<file path="src/rtl/vef_ram.sv">
// ----------------------------------------------------------------------------
// vef_ram: simple dual-port RAM with registered read
//
// One write port and one read port; a read of the address being written in
// the same cycle returns the old contents.
// ----------------------------------------------------------------------------
module vef_ram #(
   parameter int WIDTH = 8,
   parameter int DEPTH = 16
) (
   input  logic                     clock,
   input  logic                     wr_en,
   input  logic [$clog2(DEPTH)-1:0] wr_addr,
   input  logic [WIDTH-1:0]         wr_data,
   input  logic [$clog2(DEPTH)-1:0] rd_addr,
   output logic [WIDTH-1:0]         rd_data
);

   logic [WIDTH-1:0] mem [DEPTH];
   logic [WIDTH-1:0] rd_data_ff;

   always_ff @(posedge clock) begin
      if (wr_en) begin
         mem[wr_addr] <= wr_data;
      end
      rd_data_ff <= mem[rd_addr];
   end

   assign rd_data = rd_data_ff;

endmodule

</file>
<file path="config.mk">
export PLATFORM = sky130hd
export DESIGN_NAME = vef_ram
export DESIGN_NICKNAME = d
export VERILOG_FILES = /design/src/rtl/vef_ram.sv
export SDC_FILE = /design/constraint.sdc
export NUM_CORES = 1
export LEC_CHECK = 0
export ABC_AREA = 1
export BUFFER_PORTS_ARGS = -buffer_cell sky130_fd_sc_hd__clkbuf_2
export CORE_ASPECT_RATIO = 0.6
export CORE_MARGIN = 4
export CORE_UTILIZATION = 66
export CTS_BUF_LIST = sky130_fd_sc_hd__clkbuf_8
export DETAILED_ROUTE_END_ITERATION = 7
export PLACE_DENSITY = 0.86
export REMOVE_ABC_BUFFERS = 1
export SYNTH_ARGS = -nofsm -noshare
export SYNTH_HDL_FRONTEND = slang
export SYNTH_SLANG_ARGS = --single-unit
</file>
<file path="constraint.sdc">
create_clock -name clock -period 3.55 [get_ports clock]
set_input_delay 0.71 -clock clock [delete_from_list [all_inputs] [get_ports clock]]
set_output_delay 0.71 -clock clock [all_outputs]
set_load 0.005 [all_outputs]
</file>
==> results.py, run 1 <==
metrics = {
    "synth": {
        "synth_warnings": 0,
        "syn_inst": 551,
        "avgSynthCellArea_um2": 10.47,
        "yosysSeqAreaShare": 0.6943,
        "synth-seq-cells": 136,
        "synthDistinctLibCells": 12,
        "synthesis.area_um2": 5767,
    },
    "pwr": {
        "power_density_nw_per_um2": 519.5,
        "ir_drop_mv": 0.3751,
        "p_leak_nw": 2.728,
        "p_total_mw": 3.250,
    },
    "global_route": {
        "grt_overflow": 0,
        "grt_first_pass_wirelength_um": 20350,
        "grt_max_degree": 65,
        "grt_pass1_vias": 3729,
        "antenna_found_initial": 0,
        "track_usage": 0.2744,
    },
    "setup_path": {
        "end_kind": "register",
        "r2r_slack_ns": 2.41,
        "rr_worst_depth": 6,
        "crit_end": "rd_data[2]",
        "crit_fanout": 64,
        "setup.worst_path.start_class": "primary input",
        "arrival_ns": 2.33,
        "cp-startpoint": "rd_addr[0]",
        "r2r_start": "mem[10][2]",
        "reg2reg_to": "rd_data[2]",
        "crit_type": "in2reg",
        "cp.required_ns": 3.88,
    },
    "layout": {
        "drive_gt1_frac": 0.09215,
        "final_cell_mix": "173 x nand2_1, 128 x edfxtp_1, 101 x inv_1",
        "finalInstanceArea_um2": 6256,
        "diodes": 0,
        "final_nets": 591,
        "area_delta_synth_final_pct": 8.483,
        "stdcell_count": 698,
        "final_common_cell": "nand2_1",
    },
    "clock_network": {
        "cts_root_buf": "clkbuf_8",
        "cts_hold_buf": 0,
        "clk_pin_slew_ns": 0.08,
        "cts_tree": "built",
        "post_cts_resized": 0,
        "clk_latency_ns": 0.44,
        "clock_tree.buffer_depth": 2,
        "cts_setup_buffers": 0,
        "numClockSinks": 136,
        "cts_made_buffers": 17,
        "cts_max_level": 4,
    },
    "timing": {
        "relSlewSlack": 0.2526,
        "clock_skew_ns": 0.007809,
        "rsz0062_at_grt": "false",
        "tightest_slew_ns": 1.121,
        "max_freq_mhz": 500.1,
        "finalHoldViolCount": 0,
        "min_period_ns": 2.000,
        "setup_violations": 0,
        "drv_slew": 0,
        "tns_ns": 0,
        "timing.final.crit_share": 0.5633,
    },
    "min_path": {
        "hp-class": "in2reg",
    },
    "place": {
        "place_congestion": 0.8646,
        "place_area_um2": 5881,
        "io_buffers": 25,
        "place_inst": 666,
        "hpwl_um": 7865,
    },
    "floorplan": {
        "start_util": 0.6766,
        "placementRows": 26,
        "die_w_um": 128.7,
        "ios": 26,
        "fp.dieH_um": 80.41,
        "core_um2": 8523,
        "die_area_um2": 10350,
    },
    "detailed_routing": {
        "ant_nets": 0,
        "dr.first_iter.drc_count": 491,
        "first_pass_iters": 5,
        "drt-total-wl_um": 13130,
        "vias_per_cell": 5.622,
        "wl_per_cell_um": 18.81,
        "num_vias": 3924,
        "drc": 0,
    },
    "job": {
        "cap_viol_max_count": 0,
    },
    "run_status": {
        "status": "complete, no violations",
    },
}
==> registers in the layout, indices dropped and copies added, names as in the netlist <==
name and flops:
mem 128, rd_data 8
==> Yosys cell counts <==
library cell	n	share of area
buf_2	13	0.011
nand3b_1	2	0.0026
dfxtp_1	8	0.028
nand2_1	173	0.11
nor2_1	17	0.011
buf_6	6	0.012
inv_2	2	0.0013
nand3_1	97	0.084
buf_1	1	0.00065
edfxtp_1	128	0.67
buf_4	4	0.0052
inv_1	100	0.065
==> critical path: stages <==
cell      delay, ns
clkbuf_2       0.09
inv_2          0.78
nand2_1        0.15
nand3_1        0.13
nand3_1        0.16
nand3_1        0.19
nand2_1        0.07
==> per-stage QoR <==
stage                 util  hold WS [ns]  setup WS (ns)
floorplan                -        0.6067          1.860
global placement    0.6900        0.6400          1.260
detailed placement  0.6900        0.6521          1.165
CTS                 0.7340        0.6634          1.640
global route        0.7340        0.6912          1.489
finish              0.7340        0.6796          1.550
==> cell type report <==
cell class              count  area [um2]
well taps                 112       140.1
clock inverters            15       141.4
multi-input cells         289        1214
fillers                   598        2267
clock buffers              17       234.0
flip-flops and latches    136        4004
repair buffers             27       140.1
inverters                 102       382.9
==> cells by family after synthesis <==
family | share of synthesized area
simple gates | 0.2105
flops | 0.6943
buf+inv | 0.09525
==> how the worst min path moves through the flow <==
| stage | start | end | slack, ns | cells past startpoint |
|---|---|---|---|---|
| finish | rd_addr[3] | rd_data[0] | 0.68 | 3 |
| global route | rd_addr[3] | rd_data[3] | 0.69 | 3 |
| detailed placement | mem[12][5] | rd_data[5] | 0.65 | 6 |
| floorplan | mem[10][0] | rd_data[0] | 0.61 | 6 |
| global placement | mem[14][0] | rd_data[0] | 0.64 | 6 |
| CTS | rd_addr[3] | rd_data[0] | 0.66 | 3 |
==> routing by layer <==
metal  global-route usage  vias to the layer above  share of wire
met3              0.08106                       34           0.10
li1                     -                     1818              -
met2               0.4081                      214           0.46
met4               0.1038                        0          0.026
met5                    0                        -              0
met1               0.3863                     1858           0.40
==> report_power, final <==
part           internal (mW)  total (mW)  switching (mW)
Sequential              1.79        1.81          0.0112
Clock                  0.670        1.23           0.562
Combinational         0.0568       0.214           0.157
Total                   2.52        3.25           0.730
No activity file was read; power rests on OpenSTA's default activity.
==> run 2: changes to the inputs <==
Settings changed: CORE_UTILIZATION 66 to 57, PLACE_DENSITY 0.86 to 0.79.
Clock period 3.55 ns to 1.7 ns, I/O delays scaled along.
==> results.py, run 2 (synthesis results as in run 1) <==
metrics = {
    "detailed_routing": {
        "dr.first_iter.drc_count": 458,
        "drt-total-wl_um": 12700,
        "num_vias": 3876,
        "wl_per_cell_um": 17.07,
        "ant_nets": 0,
        "first_pass_iters": 5,
        "drc": 0,
        "vias_per_cell": 5.210,
    },
    "global_route": {
        "antenna_found_initial": 1,
        "track_usage": 0.2342,
        "grt_pass1_vias": 3779,
        "grt_overflow": 0,
        "grt_first_pass_wirelength_um": 20090,
        "grt_max_degree": 65,
    },
    "setup_path": {
        "crit_type": "reg2out",
        "slowest_delay_ns": 0.40,
        "critPathSlowestCell": "dfxtp_1",
        "crit_fanout": 1,
        "end_kind": "primary output",
        "path_delay_family": "flip-flops",
        "cp.required_ns": 1.36,
        "crit_chain": "clkbuf_2",
        "arrival_ns": 0.99,
        "setup.worst_path.start_class": "register",
        "crit_buf_inv": 1,
    },
    "floorplan": {
        "die_w_um": 137.9,
        "ios": 26,
        "start_util": 0.5858,
        "die_area_um2": 11840,
        "fp.dieH_um": 85.91,
        "core_um2": 9844,
        "placementRows": 28,
    },
    "layout": {
        "post-route-util": 0.6698,
        "drive_gt1_frac": 0.1346,
        "largest_reg_flops": 128,
        "area_delta_synth_final_pct": 14.34,
        "stdcell_count": 744,
        "fillers": 711,
        "multi_input_area_um2": 1214,
        "top_register": "mem",
        "final_cell_mix": "173 x nand2_1, 128 x edfxtp_1, 101 x inv_1",
        "final_common_cell": "nand2_1",
        "final_nets": 614,
        "final-seq-area_um2": 4004,
        "diodes": 0,
    },
    "pwr": {
        "power_density_nw_per_um2": 1102,
        "p_leak_nw": 2.901,
        "p_total_mw": 7.267,
        "ir_drop_mv": 0.7727,
    },
    "clock_network": {
        "cts_hold_buf": 0,
        "cts_root_buf": "clkbuf_8",
        "cts_setup_buffers": 0,
        "cts_made_buffers": 17,
        "cts_tree": "built",
        "clock_tree.buffer_depth": 2,
        "clk_pin_slew_ns": 0.08,
        "numClockSinks": 136,
        "post_cts_resized": 0,
        "cts_max_level": 4,
        "clk_latency_ns": 0.44,
    },
    "timing": {
        "finalHoldViolCount": 0,
        "tightest_slew_ns": 0.3386,
        "relSlewSlack": 0.7742,
        "setup_violations": 0,
        "max_freq_mhz": 753.8,
        "timing.final.crit_share": 0.7804,
        "min_period_ns": 1.327,
        "rsz0062_at_grt": "false",
        "drv_slew": 0,
        "clock_skew_ns": 0.01034,
        "tns_ns": 0,
    },
    "job": {
        "cap_viol_max_count": 0,
    },
    "min_path": {
        "hp-class": "in2reg",
    },
    "place": {
        "io_buffers": 25,
        "hpwl_um": 7822,
        "place_congestion": 0.8074,
        "place_inst": 712,
    },
    "run_status": {
        "status": "complete, no violations",
    },
}
## run 2: cell count changes in the layout (fill, tap and decap cells not counted), sizes merged
cell | before | now
clkbuf | 42 | 44
bufinv | 3 | 5
clkinvlp | 0 | 2
buf | 2 | 25
clkinv | 11 | 4
inv | 103 | 104
## run 2: where the power goes
part           switching [mW]  internal [mW]
Sequential             0.0260           3.74
Clock                    1.23           1.82
Combinational           0.309          0.145
## run 2: area by class of cell
| cell class | count | share of cell area |
|---|---|---|
| Clock inverter | 13 | 0.03036 |
| Inverter | 102 | 0.05806 |
| Tap cell | 135 | 0.02562 |
| Sequential cell | 136 | 0.6072 |
| Clock buffer | 19 | 0.03966 |
| Timing Repair Buffer | 50 | 0.05503 |
| Multi-Input combinational cell | 289 | 0.1841 |
## run 2: path summary, 6_finish.rpt
| check | startpoint | endpoint | slack (ns) | cells after the start |
|---|---|---|---|---|
| max reg2reg | mem[8][2] | rd_data[2] | 0.70 | 6 |
| min reg2reg | mem[11][3] | rd_data[3] | 0.68 | 6 |
| max | rd_data[0] | rd_data[0] | 0.37 | 1 |
| min | wr_data[3] | mem[5][3] | 0.31 | 1 |
## run 2: layer usage
metal	global-route usage	wire, um
met3	0.07796	1285
met4	0.05830	119
met1	0.3276	5459
met5	0	13
met2	0.3597	5820
## run 2: metrics by stage
| stage | setup WS, ns | cell area (um2) | hold WS, ns |
|---|---|---|---|
| after floorplan | 0.3795 | 5600 | 0.4389 |
| after global placement | 0.3193 | 6132 | 0.6400 |
| after detailed placement | 0.2847 | 6132 | 0.6533 |
| after CTS | 0.3355 | 6594 | 0.2950 |
| after global routing | 0.3449 | 6594 | 0.3081 |
| final | 0.3734 | 6594 | 0.3058 |
==> run 3: changes to the inputs <==
Clock period 1.7 ns to 1.1 ns, I/O delays scaled along.
==> results.py, run 3 (synthesis results as in run 1) <==
metrics = {
    "run_status": {
        "status": "finished with violations",
        "violations": "negative setup slack",
    },
    "job": {
        "cap_viol_max_count": 0,
    },
    "setup_path": {
        "reg2reg_to": "rd_data[6]",
        "arrival_ns": 0.90,
        "crit_fanout": 1,
        "r2r_slack_ns": 0.11,
        "crit_type": "reg2out",
        "end_kind": "primary output",
        "slowest_delay_ns": 0.36,
        "rr_worst_depth": 6,
        "setup.worst_path.start_class": "register",
        "critPathSlowestCell": "dfxtp_2",
        "cp.required_ns": 0.88,
        "r2r_start": "mem[0][6]",
        "crit_chain": "buf_6",
        "crit_buf_inv": 1,
        "path_delay_family": "flip-flops",
    },
    "detailed_routing": {
        "ant_nets": 0,
        "vias_per_cell": 5.286,
        "first_pass_iters": 5,
        "drt-total-wl_um": 12880,
        "dr.first_iter.drc_count": 379,
        "drc": 0,
        "wl_per_cell_um": 17.08,
        "num_vias": 3986,
    },
    "clock_network": {
        "post_cts_resized": 5,
        "cts_made_buffers": 17,
        "clk_pin_slew_ns": 0.08,
        "clock_tree.buffer_depth": 2,
        "cts_tree": "built",
        "cts_setup_buffers": 0,
        "cts_hold_buf": 0,
        "clk_latency_ns": 0.44,
        "cts_root_buf": "clkbuf_8",
        "numClockSinks": 136,
        "cts_max_level": 4,
    },
    "floorplan": {
        "fp.dieH_um": 85.91,
        "ios": 26,
        "die_area_um2": 11840,
        "start_util": 0.5858,
        "core_um2": 9844,
        "die_w_um": 137.9,
        "placementRows": 28,
    },
    "layout": {
        "fillers": 729,
        "stdcell_count": 754,
        "finalInstanceArea_um2": 6763,
        "final_nets": 624,
        "post-route-util": 0.6870,
        "diodes": 0,
        "final_cell_mix": "173 x nand2_1, 128 x edfxtp_1, 101 x inv_1",
        "final_common_cell": "nand2_1",
        "largest_reg_flops": 128,
        "drive_gt1_frac": 0.1583,
        "final-seq-area_um2": 4011,
        "area_delta_synth_final_pct": 17.27,
        "multi_input_area_um2": 1214,
        "top_register": "mem",
    },
    "place": {
        "place_area_um2": 6232,
        "place_inst": 722,
        "hpwl_um": 8292,
        "place_congestion": 0.8501,
        "io_buffers": 25,
        "dp_slack_ns": -0.1949,
    },
    "pwr": {
        "p_leak_nw": 2.978,
        "power_density_nw_per_um2": 1706,
        "ir_drop_mv": 1.651,
    },
    "min_path": {
        "hold_depth": 1,
        "holdPathEnd": "mem[13][3]",
        "min_from": "wr_data[3]",
        "hp-class": "in2reg",
    },
    "timing": {
        "timing.final.crit_share": 1.016,
        "clock_skew_ns": 0.007081,
        "rsz0062_at_grt": "true",
        "tightest_slew_ns": 0.4189,
        "final.setup.worst_slack_ns": -0.01776,
        "finalHoldViolCount": 0,
        "drv_slew": 0,
        "tns_ns": -0.03322,
        "relSlewSlack": 0.7204,
        "max_freq_mhz": 894.6,
        "setup_violations": 4,
        "min_period_ns": 1.118,
    },
    "global_route": {
        "antenna_found_initial": 1,
        "grt_first_pass_wirelength_um": 20130,
        "grt_pass1_vias": 3788,
        "track_usage": 0.2343,
        "grt_overflow": 0,
        "grt_max_degree": 47,
    },
}
==> run 3: cell type report <==
cell class / instances / share of cell area
tap: 135 / 0.02498
clock buffer: 19 / 0.03867
multi-input combinational: 289 / 0.1795
sequential: 136 / 0.5932
clock inverter: 13 / 0.03312
timing repair buffer: 60 / 0.07401
inverter: 102 / 0.05661
==> run 3: worst max path at each step <==
| stage | start | endpoint | slack [ns] | cells past startpoint |
|---|---|---|---|---|
| finish | rd_data[7] | rd_data[7] | -0.02 | 1 |
| global route | rd_data[7] | rd_data[7] | -0.04 | 1 |
| detailed placement | rd_addr[0] | rd_data[6] | -0.19 | 8 |
| floorplan | rd_addr[0] | rd_data[2] | -0.10 | 6 |
| global placement | rd_addr[0] | rd_data[6] | -0.12 | 8 |
| CTS | rd_data[7] | rd_data[7] | -0.04 | 1 |
==> run 3: metal layers <==
metal,global-route usage,share of wire
met5,0,0.0012
met3,0.07093,0.082
met1,0.3323,0.45
met4,0.08520,0.024
met2,0.3469,0.44
==> run 3: power breakdown <==
part | internal (mW) | switching (mW)
logic | 0.277 | 0.488
clock network | 3.03 | 1.90
registers | 5.79 | 0.0448
total | 9.10 | 2.43
==> run 3: through the flow <==
stage	hold WS (ns)	power, mW
after floorplan	0.3189	6.245
after global placement	0.5937	6.641
after detailed placement	0.5940	6.672
after CTS	0.1872	11.53
after global routing	0.1961	11.92
final	0.2078	11.54
